## config.mk

```make
export PLATFORM = sky130hd
export DESIGN_NAME = calendar_date_day_stepper_unit
export DESIGN_NICKNAME = d
export VERILOG_FILES = /design/src/hdl/cdds_pkg.sv /design/src/hdl/cdds_seq.sv /design/src/hdl/cdds_dp.sv /design/src/hdl/calendar_date_day_stepper_unit.sv
export VERILOG_INCLUDE_DIRS = /design/src /design/src/hdl
export SDC_FILE = /design/constraint.sdc
export NUM_CORES = 1
export LEC_CHECK = 0
export ABC_CLOCK_PERIOD_IN_PS = 11000
export BUFFER_PORTS_ARGS = -buffer_cell sky130_fd_sc_hd__buf_2
export CAP_MARGIN = 10
export CORE_MARGIN = 2
export CORE_UTILIZATION = 58
export CTS_BUF_LIST = sky130_fd_sc_hd__clkbuf_4
export CTS_CLUSTER_SIZE = 24
export DETAILED_ROUTE_END_ITERATION = 6
export PLACE_DENSITY = 0.83
export SLEW_MARGIN = 20
export SYNTH_ARGS = -nofsm -noshare
export SYNTH_HDL_FRONTEND = slang
export SYNTH_SLANG_ARGS = --single-unit
```

## constraint.sdc

```tcl
create_clock -name clk -period 11 [get_ports clk]
set_input_delay 0.55 -clock clk [delete_from_list [all_inputs] [get_ports clk]]
set_output_delay 0.55 -clock clk [all_outputs]
set_load 0.05 [all_outputs]
```

## src/hdl/calendar_date_day_stepper_unit_defines.svh

```systemverilog
// assertion helpers for the date stepper, clocked on clk, quiet in reset
`ifndef CALENDAR_DATE_DAY_STEPPER_UNIT_DEFINES_SVH
`define CALENDAR_DATE_DAY_STEPPER_UNIT_DEFINES_SVH

// condition holds at every edge
`define CDDS_ASSERT_ALWAYS(lbl, cond) \
    lbl: assert property (@(posedge clk) disable iff (!rst_n) (cond)) \
        else $error("date stepper invariant violated");

// antecedent at one edge implies consequent at the next
`define CDDS_ASSERT_NEXT(lbl, ante, cons) \
    lbl: assert property (@(posedge clk) disable iff (!rst_n) (ante) |=> (cons)) \
        else $error("date stepper sequence violated");

`endif

```

## src/hdl/cdds_pkg.sv

```systemverilog
`timescale 1ns / 1ps
package cdds_pkg;

    localparam logic [11:0] YEAR_FLOOR  = 12'd1752;
    localparam logic [11:0] YEAR_TOP    = 12'd2080;
    localparam logic [9:0]  DELTA_LIMIT = 10'd500;
    localparam logic [3:0]  RST_MONTH   = 4'd9;
    localparam logic [4:0]  RST_DAY     = 5'd8;

    typedef struct packed {
        logic [11:0] year;
        logic [3:0]  month;
        logic [4:0]  day;
    } date_t;

    typedef enum logic [2:0] {
        ST_OK        = 3'd0,
        ST_BAD_YEAR  = 3'd1,
        ST_BAD_MONTH = 3'd2,
        ST_BAD_DAY   = 3'd3,
        ST_EXCESS    = 3'd4,
        ST_BELOW     = 3'd5,
        ST_ABOVE     = 3'd6
    } status_t;

    // datapath operation per microstep
    typedef enum logic [2:0] {
        DP_ACCEPT,
        DP_NONE,
        DP_LOAD_CHECK,
        DP_DELTA_SETUP,
        DP_DAY_STEP,
        DP_COMMIT,
        DP_EMIT
    } dp_op_t;

    // branch condition per microstep
    typedef enum logic [2:0] {
        CND_ALWAYS,
        CND_IN_VALID,
        CND_IS_ADD,
        CND_DELTA_BAD,
        CND_LOOP_DONE,
        CND_OUT_FREE
    } cond_t;

    typedef logic [2:0] upc_t;

    localparam upc_t UPC_FETCH     = 3'd0;
    localparam upc_t UPC_DISPATCH  = 3'd1;
    localparam upc_t UPC_LOAD_CHK  = 3'd2;
    localparam upc_t UPC_DELTA_CHK = 3'd3;
    localparam upc_t UPC_DAY_LOOP  = 3'd4;
    localparam upc_t UPC_COMMIT    = 3'd5;
    localparam upc_t UPC_EMIT      = 3'd6;

    typedef struct packed {
        dp_op_t dp_op;
        cond_t  cond;
        upc_t   jump;   // taken when cond holds
        upc_t   seq;    // taken otherwise
    } ctrl_t;

    typedef struct packed {
        logic in_valid;
        logic out_free;
        logic is_add;
        logic delta_bad;
        logic loop_done;
    } cond_in_t;

    // microprogram
    function automatic ctrl_t cdds_ucode(input upc_t pc);
        ctrl_t w;
        unique case (pc)
            UPC_FETCH:     w = '{DP_ACCEPT,      CND_IN_VALID,  UPC_DISPATCH,  UPC_FETCH};
            UPC_DISPATCH:  w = '{DP_NONE,        CND_IS_ADD,    UPC_DELTA_CHK, UPC_LOAD_CHK};
            UPC_LOAD_CHK:  w = '{DP_LOAD_CHECK,  CND_ALWAYS,    UPC_COMMIT,    UPC_COMMIT};
            UPC_DELTA_CHK: w = '{DP_DELTA_SETUP, CND_DELTA_BAD, UPC_COMMIT,    UPC_DAY_LOOP};
            UPC_DAY_LOOP:  w = '{DP_DAY_STEP,    CND_LOOP_DONE, UPC_COMMIT,    UPC_DAY_LOOP};
            UPC_COMMIT:    w = '{DP_COMMIT,      CND_ALWAYS,    UPC_EMIT,      UPC_EMIT};
            UPC_EMIT:      w = '{DP_EMIT,        CND_OUT_FREE,  UPC_FETCH,     UPC_EMIT};
            default:       w = '{DP_NONE,        CND_ALWAYS,    UPC_FETCH,     UPC_FETCH};
        endcase
        return w;
    endfunction

    // leap rule for the span the block can hold; the non-leap century years are named
    function automatic logic is_leap(input logic [11:0] y);
        return (y[1:0] == 2'b00) && (y != 12'd1700) && (y != 12'd1800)
            && (y != 12'd1900) && (y != 12'd2100);
    endfunction

    function automatic logic [4:0] month_len(input logic [3:0] m, input logic [11:0] y);
        logic [4:0] len;
        case (m) inside
            4'd2:                      len = is_leap(y) ? 5'd29 : 5'd28;
            4'd4, 4'd6, 4'd9, 4'd11:   len = 5'd30;
            default:                   len = 5'd31;
        endcase
        return len;
    endfunction

endpackage

```

## src/hdl/cdds_seq.sv

```systemverilog
`timescale 1ns / 1ps
module cdds_seq (
    input  logic              clk,
    input  logic              rst_n,
    input  cdds_pkg::cond_in_t cnd,
    output cdds_pkg::ctrl_t   ctrl
);
    import cdds_pkg::*;

    upc_t upc_reg;
    upc_t upc_next;
    logic taken;

    assign ctrl = cdds_ucode(upc_reg);

    always_comb
    begin
        unique case (ctrl.cond)
            CND_ALWAYS:    taken = 1'b1;
            CND_IN_VALID:  taken = cnd.in_valid;
            CND_IS_ADD:    taken = cnd.is_add;
            CND_DELTA_BAD: taken = cnd.delta_bad;
            CND_LOOP_DONE: taken = cnd.loop_done;
            CND_OUT_FREE:  taken = cnd.out_free;
            default:       taken = 1'b1;
        endcase
        upc_next = taken ? ctrl.jump : ctrl.seq;
    end

    always_ff @(posedge clk or negedge rst_n)
    begin
        if (!rst_n)
        begin
            upc_reg <= UPC_FETCH;
        end
        else
        begin
            upc_reg <= upc_next;
        end
    end

endmodule

```

## src/hdl/cdds_dp.sv

```systemverilog
`timescale 1ns / 1ps
module cdds_dp (
    input  logic                   clk,
    input  logic                   rst_n,
    input  cdds_pkg::ctrl_t        ctrl,
    input  logic                   in_accept,
    input  logic                   opcode,
    input  logic [11:0]            load_year,
    input  logic [3:0]             load_month,
    input  logic [4:0]             load_day,
    input  logic signed [9:0]      day_delta,
    output logic                   is_add,
    output logic                   delta_bad,
    output logic                   loop_done,
    output cdds_pkg::date_t        cur_date,
    output cdds_pkg::status_t      status
);
    import cdds_pkg::*;

    logic        op_reg,    op_next;
    date_t       ld_reg,    ld_next;
    logic [9:0]  delta_reg, delta_next;
    date_t       wk_reg,    wk_next;
    logic [8:0]  cnt_reg,   cnt_next;
    logic        back_reg,  back_next;
    status_t     stat_reg,  stat_next;
    date_t       date_reg,  date_next;

    logic [9:0]  mag;
    status_t     load_stat;
    logic [4:0]  len_cur;
    logic [4:0]  len_prev;
    logic        roll_day;
    logic        step_err;
    logic        cnt_zero;

    assign mag       = delta_reg[9] ? (~delta_reg + 10'd1) : delta_reg;
    assign delta_bad = mag > DELTA_LIMIT;
    assign is_add    = op_reg;
    assign len_cur   = month_len(wk_reg.month, wk_reg.year);
    assign len_prev  = month_len(wk_reg.month - 4'd1, wk_reg.year);
    assign roll_day  = wk_reg.day >= len_cur;
    assign cnt_zero  = cnt_reg == 9'd0;
    // the move would leave the supported years
    assign step_err  = back_reg
        ? ((wk_reg.day <= 5'd1) && (wk_reg.month <= 4'd1) && (wk_reg.year <= YEAR_FLOOR + 12'd1))
        : (roll_day && (wk_reg.month >= 4'd12) && (wk_reg.year >= YEAR_TOP - 12'd1));
    assign loop_done = cnt_zero || step_err;
    assign cur_date  = date_reg;
    assign status    = stat_reg;

    always_comb
    begin
        if (ld_reg.year <= YEAR_FLOOR || ld_reg.year > YEAR_TOP)
            load_stat = ST_BAD_YEAR;
        else if (ld_reg.month < 4'd1 || ld_reg.month > 4'd12)
            load_stat = ST_BAD_MONTH;
        else if (ld_reg.day < 5'd1 || ld_reg.day > month_len(ld_reg.month, ld_reg.year))
            load_stat = ST_BAD_DAY;
        else
            load_stat = ST_OK;
    end

    always_comb
    begin
        op_next    = op_reg;
        ld_next    = ld_reg;
        delta_next = delta_reg;
        wk_next    = wk_reg;
        cnt_next   = cnt_reg;
        back_next  = back_reg;
        stat_next  = stat_reg;
        date_next  = date_reg;
        unique case (ctrl.dp_op)
            DP_ACCEPT:
            begin
                if (in_accept)
                begin
                    op_next    = opcode;
                    ld_next    = '{load_year, load_month, load_day};
                    delta_next = day_delta;
                end
            end
            DP_LOAD_CHECK:
            begin
                stat_next = load_stat;
                wk_next   = ld_reg;
            end
            DP_DELTA_SETUP:
            begin
                wk_next   = date_reg;
                cnt_next  = mag[8:0];
                back_next = delta_reg[9];
                stat_next = delta_bad ? ST_EXCESS : ST_OK;
            end
            DP_DAY_STEP:
            begin
                if (!cnt_zero)
                begin
                    cnt_next = cnt_reg - 9'd1;
                    if (step_err)
                        stat_next = back_reg ? ST_BELOW : ST_ABOVE;
                    if (back_reg)
                    begin
                        if (wk_reg.day <= 5'd1)
                        begin
                            if (wk_reg.month <= 4'd1)
                            begin
                                wk_next.year  = wk_reg.year - 12'd1;
                                wk_next.month = 4'd12;
                                wk_next.day   = 5'd31;
                            end
                            else
                            begin
                                wk_next.month = wk_reg.month - 4'd1;
                                wk_next.day   = len_prev;
                            end
                        end
                        else
                        begin
                            wk_next.day = wk_reg.day - 5'd1;
                        end
                    end
                    else
                    begin
                        if (roll_day)
                        begin
                            wk_next.day = 5'd1;
                            if (wk_reg.month >= 4'd12)
                            begin
                                wk_next.year  = wk_reg.year + 12'd1;
                                wk_next.month = 4'd1;
                            end
                            else
                            begin
                                wk_next.month = wk_reg.month + 4'd1;
                            end
                        end
                        else
                        begin
                            wk_next.day = wk_reg.day + 5'd1;
                        end
                    end
                end
            end
            DP_COMMIT:
            begin
                if (stat_reg == ST_OK)
                    date_next = wk_reg;
            end
            DP_NONE, DP_EMIT:
            begin
            end
            default:
            begin
            end
        endcase
    end

    // payload
    always_ff @(posedge clk)
    begin
        op_reg    <= op_next;
        ld_reg    <= ld_next;
        delta_reg <= delta_next;
        wk_reg    <= wk_next;
        cnt_reg   <= cnt_next;
        back_reg  <= back_next;
    end

    always_ff @(posedge clk or negedge rst_n)
    begin
        if (!rst_n)
        begin
            stat_reg <= ST_OK;
            date_reg <= '{YEAR_FLOOR, RST_MONTH, RST_DAY};
        end
        else
        begin
            stat_reg <= stat_next;
            date_reg <= date_next;
        end
    end

endmodule

```

## src/hdl/calendar_date_day_stepper_unit.sv

```systemverilog
`timescale 1ns / 1ps
// gregorian date counter driven by a small microprogram
// input stream: one word per command; tuser carries the opcode (0 load, 1 add),
//   tdata carries the date to load and the signed day count
// output stream: one word per command with the stored date after the command and
//   a status code (ok, bad year/month/day, excessive delta, below or above range)
// a load passes from the accepting edge through the dispatch, load check, commit and
//   emit steps to the result register; an add runs the delta check, then the day loop,
//   which moves one day per cycle through a single calendar stepper, then commit and emit;
//   a range error leaves the loop at the day it occurs
// one command is in work at a time: tready is high only in the fetch step, so the
//   next word is taken once the previous result is in the output register
// the output register lets a new word be accepted while the last result waits
// if the receiver stalls, the sequencer holds in the emit step until the
//   output register frees up, and no input is taken meanwhile
// reset stores the date 1752-09-08, empties the output register and sends the
//   sequencer to its fetch step
// errors leave the stored date unchanged
`include "calendar_date_day_stepper_unit_defines.svh"
module calendar_date_day_stepper_unit (
    input  logic        clk,
    input  logic        rst_n,
    input  logic        s_axis_tvalid,
    output logic        s_axis_tready,
    input  logic [31:0] s_axis_tdata,   // load_year, load_month, load_day, day_delta, pad
    input  logic [0:0]  s_axis_tuser,   // opcode
    output logic        m_axis_tvalid,
    input  logic        m_axis_tready,
    output logic [23:0] m_axis_tdata    // cur_year, cur_month, cur_day, status
);
    import cdds_pkg::*;

    ctrl_t     ctrl;
    cond_in_t  cnd;
    date_t     cur_date;
    status_t   status;
    logic      in_accept;
    logic      out_free;
    logic      is_add;
    logic      delta_bad;
    logic      loop_done;
    logic      date_in_span;

    logic        out_valid_reg, out_valid_next;
    logic [23:0] out_data_reg,  out_data_next;

    // input is taken only in the fetch step
    assign s_axis_tready = ctrl.dp_op == DP_ACCEPT;
    assign in_accept     = s_axis_tvalid && s_axis_tready;
    assign out_free      = !out_valid_reg || m_axis_tready;

    assign cnd = '{in_valid:  s_axis_tvalid,
                   out_free:  out_free,
                   is_add:    is_add,
                   delta_bad: delta_bad,
                   loop_done: loop_done};

    cdds_seq u_seq (
        .clk   (clk),
        .rst_n (rst_n),
        .cnd   (cnd),
        .ctrl  (ctrl)
    );

    cdds_dp u_dp (
        .clk        (clk),
        .rst_n      (rst_n),
        .ctrl       (ctrl),
        .in_accept  (in_accept),
        .opcode     (s_axis_tuser[0]),
        .load_year  (s_axis_tdata[11:0]),
        .load_month (s_axis_tdata[15:12]),
        .load_day   (s_axis_tdata[20:16]),
        .day_delta  (s_axis_tdata[30:21]),
        .is_add     (is_add),
        .delta_bad  (delta_bad),
        .loop_done  (loop_done),
        .cur_date   (cur_date),
        .status     (status)
    );

    // output register: loaded in the emit step once the slot is free
    always_comb
    begin
        out_valid_next = out_valid_reg;
        out_data_next  = out_data_reg;
        if (out_valid_reg && m_axis_tready)
            out_valid_next = 1'b0;
        if (ctrl.dp_op == DP_EMIT && out_free)
        begin
            out_valid_next = 1'b1;
            out_data_next  = {status, cur_date.day, cur_date.month, cur_date.year};
        end
    end

    always_ff @(posedge clk or negedge rst_n)
    begin
        if (!rst_n)
        begin
            out_valid_reg <= 1'b0;
        end
        else
        begin
            out_valid_reg <= out_valid_next;
        end
    end

    always_ff @(posedge clk)
    begin
        out_data_reg <= out_data_next;
    end

    assign m_axis_tvalid = out_valid_reg;
    assign m_axis_tdata  = out_data_reg;

    // span the counter can reach
    assign date_in_span = (cur_date.year >= YEAR_FLOOR) && (cur_date.year <= YEAR_TOP)
        && (cur_date.month >= 4'd1) && (cur_date.month <= 4'd12) && (cur_date.day >= 5'd1);

    // stored date never leaves the span the counter can reach
    `CDDS_ASSERT_ALWAYS(a_date_span, date_in_span)
    // stored date moves only in the commit step
    `CDDS_ASSERT_NEXT(a_date_commit_only, ctrl.dp_op != DP_COMMIT, $stable(cur_date))
    // an accepted word is dispatched in the following cycle
    `CDDS_ASSERT_NEXT(a_accept_dispatch, in_accept, ctrl.dp_op == DP_NONE)

endmodule

```

==> key figures, run 1 <==
Status
  • Outcome: completed

Floorplanning
  • Core footprint: 10,400 sq um
  • Die footprint: 11,600 sq um
  • Die Wd: 108 um
  • Starting Density: 60.0%
  • # rows: 37
  • Die Y: 108 um
  • I/O pins: 63

Timing
  • Max Freq: 271 MHz
  • Relative slew slack: 31.5%
  • Hold Vio Cnt, Final: 0
  • Final setup fails: 0
  • Final period utilization: 33.6%
  • RSZ-0062 raised after global routing: false
  • Clock Skew: 0.0192 ns
  • Final worst slack: 7.31 ns
  • Final setup TNS: 0 ns
  • Least-Margin Pin Slew: 1.03 ns
  • Minimum clock period: 3.69 ns
  • Slew Limit Fails: 0

Placed design
  • Placement Cell Area: 6640 sq um
  • RePlAce Congestion: 0.932
  • Dpl ws: 7.43 ns
  • IO Port Bufs: 61
  • Detailed-placement wirelength estimate: 9.40 mm

Routing
  • Vias: 4,749
  • Post-route ant nets: 0
  • First-iteration detailed-routing DRC count: 300
  • DR WL/cell: 17.3 um
  • # DRC: 0
  • Routed WL: 13.4 mm
  • Via density: 6.14
  • Total iterations of the first detailed-routing run: 5

Setup path
  • Max stage delay on crit path: 0.56 ns
  • CP delay by family, top: simple AND/OR/NAND/NOR gates
  • Kind of critical path: flop to flop
  • CP bufs+invs: 1
  • Worst setup EP type: flop
  • Worst EP required: 11.27 ns
  • CP Launch Type: flop
  • CP cell instances: or4bb_1, nor3b_1, o2111ai_1, nand2_1, o21ai_0, a21oi_1, a21oi_1, ha_1, nand2b_1, a21oi_1, nor2_1, or3_1, nand2_1, a31oi_1, buf_4
  • Data arrival time of the worst path: 3.96 ns
  • CP max stage cell: or4bb_1
  • Most frequent CP cell: a21oi_1
  • Crit Path Max Fanout: 12

Layout
  • Antenna diodes: 0
  • Final core utilization: 66.8%
  • Max FFs per register: 24
  • Layout cells sized above 1: 19.7%
  • Design area: 6920 sq um
  • Layout area overhead: 11.3%
  • Fin nets: 689

Synthesis
  • Area share of the largest cell type after synthesis: 42.0%
  • Syn Area/Cell: 11.0 sq um
  • Yosys warning count: 0
  • Count leader, synth: edfxtp_1
  • Synth area leaders: edfxtp_1 (42%), dfrtp_1 (7.6%), ha_1 (5.2%)
  • Number of synthesized flops with an enable pin: 87
  • Syn Inst Count: 563
  • Cell taking the most area after synthesis: edfxtp_1
  • Post-synth top flop: edfxtp_1
  • Post-synth ARST share: 24.3%
  • Unique cell type count in the Yosys netlist: 74
  • Seq/Total Area, Yosys: 53.5%
  • Synthesized cell area: 6220 sq um
  • Synth top cells by count: edfxtp_1 (87), nand2_1 (46), o21ai_0 (43), nor2_1 (40), a21oi_1 (33)
  • FF+latch count, synth: 115
  • Post-synthesis net count: 627

Clock network
  • Setup Buffers After CTS: 0
  • Clk Latency, worst-skew pair: 0.52 ns
  • CTS tree: built
  • Hold_buf cts: 0
  • # H-tree levels: 4
  • Post_cts resized: 0
  • Clock sinks: 115
  • CTS Buffer Depth: 2
  • Clk slew on worst S/H paths: 0.10 ns
  • Root Driver: clkbuf_4
  • Total CTS buffers: 17

Power
  • Leakage: 2.70 nW
  • P per Cell Area: 296 nW/um^2
  • Worst vdd rail ir drop: 0.227 mV
  • Tot Pwr: 2.05 mW

Hold path
  • Min-Delay Path Class: input port to asynchronous set/reset pin

Global route
  • Largest net degree at the start of global routing: 36
  • Tot GR Track Use: 24.7%
  • Overflow after GRT: 0
  • Vias in the first global route: 4,592
  • First-pass GRT wire length: 22.0 mm
  • Initial antenna violation count: 0

Run
  • Number of max-cap violations: 0
## layer usage
metal | vias up | part of all wire, % | global-route usage (%)
li1 | 2254 | - | -
met1 | 2243 | 43 | 32.9
met2 | 225 | 47 | 39.3
met3 | 27 | 8.0 | 6.17
met4 | 0 | 1.9 | 8.79
met5 | - | 0 | 0
## logic make-up (layout without fill, tap and decap cells)
logic type               after synthesis  after routing  share of synthesized area, %
AO/OA/AOI/OAI                        164            164                          17.4
XOR/XNOR                              27             27                          3.80
multiplexers                          19             19                          3.36
buffers and inverters                 50            125                          3.26
AND/OR/NAND/NOR                      161            161                          13.1
adder cells (fa/ha/maj)               27             27                          5.55
flip-flops                           115            115                          53.5
## cell usage in the layout, fill, tap and decap left out, types with 15 or more instances in the layout
master,n
a21oi_1,32
buf_2,61
clkbuf_4,18
dfrtp_1,19
edfxtp_1,87
ha_1,26
inv_1,24
nand2_1,46
nor2_1,40
nor3_1,15
o21ai_0,42
xor2_1,15
## through the flow
step | cells | hold slack [ns]
after floorplan | 563 | 0.254
after detailed placement | 742 | 0.472
after global routing | 774 | 0.0717
after CTS | 774 | 0.0517
final | 774 | 0.0534
after global placement | 742 | 0.461
## report_power, final
part	switching (mW)	total [mW]	internal, mW
Clock	0.155	0.310	0.155
Combinational	0.518	0.839	0.321
Sequential	0.196	0.899	0.703
Total	0.869	2.05	1.18
## area by class of cell
| cell class | count | area [sq um] |
|---|---|---|
| Fill cell | 795 | 3450 |
| Clock inverter | 14 | 144 |
| Sequential cell | 115 | 3320 |
| Timing Repair Buffer | 67 | 350 |
| Inverter | 26 | 97.6 |
| Clock buffer | 18 | 135 |
| Multi-Input combinational cell | 398 | 2700 |
| Tap cell | 136 | 170 |
## worst reg2reg max path, delay by kind of cell (launching register included)
kind / cells / cell delay [ns]
fa+ha+maj: 1 / 0.28
compound gates: 6 / 0.72
flops: 1 / 0.50
simple gates: 7 / 1.71
buf+inv: 1 / 0.22
## worst paths after layout
check                                        startpoint                      endpoint  slack [ns]  cells after the start
max                           u_dp.wk_reg[12]$_DFFE_PP_     u_dp.wk_reg[17]$_DFFE_PP_        7.31                     15
min                                               rst_n    u_seq.upc_reg[1]$_DFF_PN0_        0.05                      1
max reg2reg                   u_dp.wk_reg[12]$_DFFE_PP_     u_dp.wk_reg[17]$_DFFE_PP_        7.31                     15
min reg2reg                u_dp.cur_date[9]$_DFFE_PN0P_     m_axis_tdata[0]$_DFFE_PP_        0.49                      0
max in group asynchronous                         rst_n  u_dp.cur_date[2]$_DFFE_PN0P_       10.50                      1
min in group clk                           s_axis_tuser         u_dp.is_add$_DFFE_PP_        0.20                      1
Note: power is estimated with default switching activity, not from simulation.
==> run 2: changes to the inputs <==
--- a/config.mk
+++ b/config.mk
@@ -6,7 +6,7 @@
 export SDC_FILE = /design/constraint.sdc
 export NUM_CORES = 1
 export LEC_CHECK = 0
-export ABC_CLOCK_PERIOD_IN_PS = 11000
+export ABC_CLOCK_PERIOD_IN_PS = 3600
 export BUFFER_PORTS_ARGS = -buffer_cell sky130_fd_sc_hd__buf_2
 export CAP_MARGIN = 10
 export CORE_MARGIN = 2
==> constraint.sdc (replaced) <==
create_clock -name clk -period 3.6 [get_ports clk]
set_input_delay 0.18 -clock clk [delete_from_list [all_inputs] [get_ports clk]]
set_output_delay 0.18 -clock clk [all_outputs]
set_load 0.05 [all_outputs]
==> run 2 against run 1 <==
The run now ends with hold timing left. Critical path depth unchanged. Clock power rose to 3.0 times the previous value. Via count up 6.6%. Power increased to 3.2 times the previous value. Combinational power rose to 3.4 times the previous value. Clock skew increased by 0.0040 ns. Sequential power grew to 3.0 times the previous value. Cell count grew 6.7%. Wire length up 10%. Sequential share of layout area is 3.3 points lower. Critical path type unchanged. Highest routed layer unchanged.
==> key figures, run 2 (synthesis results as in run 1) <==
Global route
  • Initial antenna violation count: 0 (unchanged)
  • Overflow after GRT: 0 (unchanged)
  • Vias in the first global route: 4,723 (+2.9%)
  • Largest net degree at the start of global routing: 32 (-11%)
  • First-pass GRT wire length: 23.5 mm (+6.7%)
  • Tot GR Track Use: 26.4% (+1.7 points)

Setup path
  • CP bufs+invs: 1 (unchanged)
  • Data arrival time of the worst path: 3.72 ns (-0.24 ns)
  • CP Launch Type: flop
  • CP max stage cell: or4bb_1
  • Worst setup EP type: flop
  • Reg2Reg Setup Slack: 0.17 ns (-7.14 ns)
  • Crit Path Max Fanout: 12 (unchanged)
  • Kind of critical path: flop to flop
  • R2r endpoint: u_dp.wk_reg[11]$_DFFE_PP_
  • CP delay by family, top: simple AND/OR/NAND/NOR gates
  • R2R depth: 15 (unchanged)
  • CP cell instances: or4bb_1, nor3b_2, o2111ai_1, nand2_1, o21ai_0, a21oi_1, a21oi_1, ha_1, nand2b_1, a21oi_2, nor2_1, or3_1, nand2_1, a31oi_1, buf_12
  • Worst EP required: 3.88 ns (-7.39 ns)
  • Max stage delay on crit path: 0.53 ns (-0.03 ns)
  • R2r startpoint: u_dp.wk_reg[15]$_DFFE_PP_

Timing
  • Final period utilization: 95.4% (+62 points)
  • Minimum clock period: 3.43 ns (-0.260 ns)
  • Final setup fails: 0 (unchanged)
  • Relative slew slack: 32.5% (+1.0 points)
  • Hold Vio Cnt, Final: 1 (+1)
  • Hold slack: -0.00916 ns (-0.0626 ns)
  • Max Freq: 291 MHz (+7.6%)
  • Final worst slack: 0.167 ns (-7.14 ns)
  • Final setup TNS: 0 ns (unchanged)
  • Least-Margin Pin Slew: 1.01 ns (-0.0151 ns)
  • Slew Limit Fails: 0 (unchanged)
  • Clock Skew: 0.0232 ns (+0.00399 ns)

Placed design
  • Dpl ws: -0.0417 ns (-7.47 ns)
  • IO Port Bufs: 61 (unchanged)
  • Detailed-placement wirelength estimate: 9.76 mm (+3.8%)
  • Inst Count DP: 748 (+0.81%)
  • RePlAce Congestion: 0.941 (+1.0%)
  • Placement Cell Area: 6700 sq um (+0.87%)

Hold path
  • Worst Hold Depth: 2
  • Hold path startpoint: s_axis_tvalid
  • Hold endpoint: u_dp.is_add$_DFFE_PP_
  • Min-Delay Path Class: input port to flop

Routing
  • # DRC: 0 (unchanged)
  • First-iteration detailed-routing DRC count: 492 (+64%)
  • Total iterations of the first detailed-routing run: 6 (+1)
  • Via density: 6.13 (-0.12%)
  • Post-route ant nets: 0 (unchanged)
  • Routed WL: 14.8 mm (+10%)
  • Vias: 5,062 (+6.6%)
  • DR WL/cell: 17.9 um (+3.4%)

Layout
  • Final Non-Filler Cells: 826 (+6.7%)
  • Layout area overhead: 19.4%
  • Design area: 7430 sq um (+7.3%)
  • Antenna diodes: 0 (unchanged)
  • Fin nets: 741 (+7.5%)
  • Leading cell types in the layout, fill and taps excluded: edfxtp_1 (87), buf_2 (61), nand2_1 (46), o21ai_0 (42), nor2_1 (40)
  • Max FFs per register: 24 (unchanged)
  • Commonest non-fill, non-tap cell in the layout: edfxtp_1
  • Layout cells sized above 1: 21.6% (+1.8 points)

Clock network
  • Total CTS buffers: 17 (unchanged)
  • Root Driver: clkbuf_4
  • CTS tree: built
  • CTS Buffer Depth: 2 (unchanged)
  • Clock sinks: 115 (unchanged)
  • Clk slew on worst S/H paths: 0.12 ns (+0.02 ns)
  • # H-tree levels: 4 (unchanged)
  • Clk Latency, worst-skew pair: 0.53 ns (about the same)

Floorplanning
  • Die footprint: 11,600 sq um (unchanged)
  • Starting Density: 60.0% (unchanged)
  • Core footprint: 10,400 sq um (unchanged)
  • Die Wd: 108 um (unchanged)
  • # rows: 37 (unchanged)
  • Die Y: 108 um (unchanged)
  • I/O pins: 63 (unchanged)

Power
  • Leakage: 2.93 nW (+8.2%)
  • Worst vdd rail ir drop: 0.613 mV (+170%)
  • P per Cell Area: 876 nW/um^2 (+200%)

Status
  • Failing checks: hold timing
  • Outcome: finished, violations left

Run
  • Number of max-cap violations: 0 (unchanged)
## run 2: cell count changes in the layout (fill, tap and decap cells not counted), sizes merged
cell,delta
clkinvlp,+2
dlygate4sd3,+34
clkinv,-1
bufinv,-1
buf,+18
## run 2: layout make-up
class	count	area (sq um)
repair buffers	119	838
well taps	136	170
clock buffers	18	135
flip-flops and latches	115	3320
inverters	26	97.6
clock inverters	14	140
fillers	721	2940
multi-input cells	398	2720
## run 2: how the worst max path moves through the flow
stage                                   start                          to  cells after the start  slack [ns]
floorplan           u_dp.wk_reg[15]$_DFFE_PP_   u_dp.wk_reg[10]$_DFFE_PP_                     14        0.13
CTS                 u_dp.wk_reg[11]$_DFFE_PP_  u_seq.upc_reg[2]$_DFF_PN0_                     15        0.01
global placement    u_dp.wk_reg[15]$_DFFE_PP_   u_dp.wk_reg[11]$_DFFE_PP_                     15        0.19
finish              u_dp.wk_reg[15]$_DFFE_PP_   u_dp.wk_reg[11]$_DFFE_PP_                     15        0.17
global route        u_dp.wk_reg[11]$_DFFE_PP_    u_dp.wk_reg[4]$_DFFE_PP_                     16       -0.01
detailed placement  u_dp.wk_reg[11]$_DFFE_PP_  u_seq.upc_reg[2]$_DFF_PN0_                     15       -0.04
## run 2: metal layers
layer	global-route usage [%]	part of all wire (%)	routed length [um]
met5	0	0	0
met4	8.97	1.8	273
met3	4.24	9.4	1400
met2	44.4	50	7370
met1	34.8	39	5770
## run 2: worst register-to-register path, cell delays in order (launching register included)
cell and delay (ns):
edfxtp_1 0.45, or4bb_1 0.53, nor3b_2 0.17, o2111ai_1 0.12
nand2_1 0.13, o21ai_0 0.08, a21oi_1 0.17, a21oi_1 0.07
ha_1 0.29, nand2b_1 0.16, a21oi_2 0.18, nor2_1 0.08
or3_1 0.34, nand2_1 0.11, a31oi_1 0.09, buf_12 0.20
## run 2: repair_timing
action / CTS / global route
endpoints found under the hold margin: 52 / 0
setup endpoints to repair: 1 / 23
gates cloned: 0 / 0
resized for setup: 0 / 4
setup buffers: 3 / 9
hold buffers: 34 / 0
pin swaps: 0 / 1
## run 2: where the power goes
group          switching (mW)  total [mW]  internal [mW]
combinational            1.71        2.86           1.15
sequential              0.575        2.72           2.15
clock                   0.517       0.931          0.414
total                    2.80        6.51           3.71
## run 2: stage by stage
| stage | utilization [%] | power, mW |
|---|---|---|
| final | 71.6 | 6.51 |
| after global routing | 71.6 | 6.90 |
| after CTS | 70.8 | 6.34 |
| after detailed placement | 64.6 | 5.35 |
| after global placement | 64.6 | 5.20 |
| after floorplan | - | 4.58 |
==> run 3: changes to the inputs <==
--- a/config.mk
+++ b/config.mk
@@ -10,11 +10,11 @@
 export BUFFER_PORTS_ARGS = -buffer_cell sky130_fd_sc_hd__buf_2
 export CAP_MARGIN = 10
 export CORE_MARGIN = 2
-export CORE_UTILIZATION = 58
+export CORE_UTILIZATION = 30
 export CTS_BUF_LIST = sky130_fd_sc_hd__clkbuf_4
 export CTS_CLUSTER_SIZE = 24
 export DETAILED_ROUTE_END_ITERATION = 6
-export PLACE_DENSITY = 0.83
+export PLACE_DENSITY = 0.5
 export SLEW_MARGIN = 20
 export SYNTH_ARGS = -nofsm -noshare
 export SYNTH_HDL_FRONTEND = slang
==> constraint.sdc (replaced) <==
create_clock -name clk -period 3.6 [get_ports clk]
set_input_delay 0.54 -clock clk [delete_from_list [all_inputs] [get_ports clk]]
set_output_delay 0.54 -clock clk [all_outputs]
set_load 0.02 [all_outputs]
==> run 3 against run 2 <==
The flow now finishes without violations. Clock power grew 1%. Sequential share of layout area grew 1.1 points. Non-clock buffer count shrank 32. Sequential power shrank 1%. Via count shrank 6.4%. Die area grew 89%. First-iteration DRC count shrank 34%. Critical path depth is the same. Critical endpoint is now u_dp.wk_reg[16]$_DFFE_PP_. Highest routed layer unchanged.
==> key figures, run 3 (synthesis results as in run 1) <==
Setup path
  • Crit Path Max Fanout: 12 (unchanged)
  • Data arrival time of the worst path: 3.68 ns (-0.04 ns)
  • Critical Path Source: u_dp.wk_reg[15]$_DFFE_PP_
  • R2R depth: 15 (unchanged)
  • CP Launch Type: flop
  • Kind of critical path: flop to flop
  • R2r endpoint: u_dp.wk_reg[16]$_DFFE_PP_
  • Worst setup EP type: flop
  • Reg2Reg Setup Slack: 0.22 ns (+0.05 ns)
  • R2r startpoint: u_dp.wk_reg[15]$_DFFE_PP_
  • Worst EP required: 3.90 ns (+0.02 ns)

Floorplanning
  • Die Y: 148 um (+38%)
  • Core footprint: 20,300 sq um (+96%)
  • I/O pins: 63 (unchanged)
  • Die Wd: 148 um (+38%)
  • Die footprint: 21,900 sq um (+89%)
  • Starting Density: 30.6% (-29 points)
  • # rows: 52 (+41%)

Clock network
  • CTS Buffer Depth: 2 (unchanged)
  • CTS tree: built
  • Clock sinks: 115 (unchanged)
  • Hold_buf cts: 0 (-100%)
  • Clk slew on worst S/H paths: 0.11 ns (about the same)
  • # H-tree levels: 4 (unchanged)
  • Root Driver: clkbuf_4
  • Clk Latency, worst-skew pair: 0.54 ns (about the same)
  • Total CTS buffers: 17 (unchanged)

Placed design
  • Detailed-placement wirelength estimate: 11.2 mm (+14%)
  • Inst Count DP: 893 (+19%)
  • IO Port Bufs: 61 (unchanged)
  • RePlAce Congestion: 0.813 (-14%)

Global route
  • Initial antenna violation count: 1 (+1)
  • First-pass GRT wire length: 24.7 mm (+5.1%)
  • Overflow after GRT: 0 (unchanged)
  • Vias in the first global route: 4,662 (-1.3%)
  • Tot GR Track Use: 14.5% (-12 points)
  • Largest net degree at the start of global routing: 29 (-9.4%)

Timing
  • Clock Skew: 0.0197 ns (-0.00347 ns)
  • Relative slew slack: 46.1% (+14 points)
  • Final setup TNS: 0 ns (unchanged)
  • Hold Vio Cnt, Final: 0 (-1)
  • RSZ-0062 raised after global routing: false
  • Final setup fails: 0 (unchanged)
  • Slew Limit Fails: 0 (unchanged)
  • Minimum clock period: 3.38 ns (-0.0519 ns)
  • Max Freq: 296 MHz (+1.5%)
  • Hold slack: 0.0502 ns (+0.0594 ns)
  • Final period utilization: 93.9% (-1.4 points)
  • Least-Margin Pin Slew: 0.803 ns (-0.209 ns)

Routing
  • DR WL/cell: 16.7 um (-6.8%)
  • # DRC: 0 (unchanged)
  • Total iterations of the first detailed-routing run: 6 (unchanged)
  • First-iteration detailed-routing DRC count: 326 (-34%)
  • Via density: 5.10 (-17%)
  • Vias: 4,737 (-6.4%)
  • Post-route ant nets: 0 (unchanged)
  • Routed WL: 15.5 mm (+4.8%)

Hold path
  • Min-Delay Path Class: input port to asynchronous set/reset pin

Layout
  • Layout area overhead: 16.6%
  • Leading cell types in the layout, fill and taps excluded: edfxtp_1 (87), buf_2 (61), nand2_1 (46), o21ai_0 (42), nor2_1 (40)
  • Max FFs per register: 24 (unchanged)
  • Final core utilization: 35.7% (-36 points)
  • Layout cells sized above 1: 22.8% (+1.2 points)
  • Commonest non-fill, non-tap cell in the layout: edfxtp_1
  • Register area: 3320 sq um (unchanged)
  • Final Non-Filler Cells: 929 (+12%)
  • Fill count: 2,057 (+190%)
  • Multi-input combinational cell area: 2710 sq um (-0.64%)
  • Fin nets: 709 (-4.3%)

Power
  • P per Cell Area: 869 nW/um^2 (-0.80%)
  • Leakage: 2.79 nW (-4.7%)
  • Worst vdd rail ir drop: 0.345 mV (-44%)

Status
  • Outcome: completed

Run
  • Number of max-cap violations: 0 (unchanged)
==> run 3: cell count changes in the layout (fill, tap and decap cells not counted), moves of 2 or more <==
| cell | previous run | this run |
|---|---|---|
| clkbuf_4 | 18 | 21 |
| clkinv_4 | 4 | 0 |
| clkinv_2 | 3 | 5 |
| buf_4 | 23 | 25 |
| dlygate4sd3_1 | 34 | 0 |
| clkinv_1 | 2 | 0 |
==> run 3: final cells by class <==
class | instances | area share [%]
clock inverters | 11 | 1.59
clock buffers | 21 | 2.17
well taps | 270 | 4.66
inverters | 26 | 1.35
diodes | 1 | 0.0345
flip-flops and latches | 115 | 45.8
repair buffers | 87 | 7.07
multi-input cells | 398 | 37.3
==> run 3: stage by stage <==
step	setup slack [ns]	power (mW)	instance area (sq um)
2_1_floorplan	0.125	4.42	6220
3_3_place_gp	0.224	5.28	6950
3_5_place_dp	0.188	5.35	6950
4_1_cts	0.189	6.31	7220
5_1_grt	0.0639	6.78	7250
6_report	0.219	6.31	7250
==> run 3: worst max-delay path by stage <==
stage                                       to  slack (ns)
finish               u_dp.wk_reg[16]$_DFFE_PP_        0.22
global route          u_dp.wk_reg[1]$_DFFE_PP_        0.06
CTS                 u_seq.upc_reg[2]$_DFF_PN0_        0.19
detailed placement  u_seq.upc_reg[2]$_DFF_PN0_        0.19
global placement      u_dp.wk_reg[9]$_DFFE_PP_        0.22
floorplan            u_dp.wk_reg[10]$_DFFE_PP_        0.13
==> run 3: critical path, cell delays in order, from the launching register on <==
cell       delay, ns
edfxtp_1        0.46
or4bb_1         0.53
nor3b_1         0.20
o2111ai_1       0.12
nand2_1         0.13
o21ai_0         0.09
a21oi_1         0.16
a21oi_1         0.06
ha_1            0.28
nand2b_1        0.16
a21oi_2         0.19
nor2_1          0.08
or3_1           0.33
nand2_1         0.12
a31oi_1         0.08
buf_12          0.18
==> run 3: layer usage <==
| metal | vias to the layer above | global-route usage, % | share of wire [%] |
|---|---|---|---|
| met5 | - | 0 | 0 |
| met4 | 0 | 6.43 | 2.2 |
| met3 | 23 | 3.58 | 3.6 |
| met2 | 111 | 22.1 | 45 |
| met1 | 2293 | 19.7 | 49 |
| li1 | 2310 | - | - |
==> run 3: where the power goes <==
group,switching (mW),internal (mW),total (mW)
Combinational,1.56,1.13,2.69
Clock,0.505,0.435,0.940
Sequential,0.534,2.15,2.68
==> run 3: what timing repair did <==
| action | 4_1_cts | 5_1_grt |
|---|---|---|
| endpoints found under the setup margin | 0 | 15 |
| setup buffers | 0 | 3 |
| gates resized for setup | 0 | 1 |
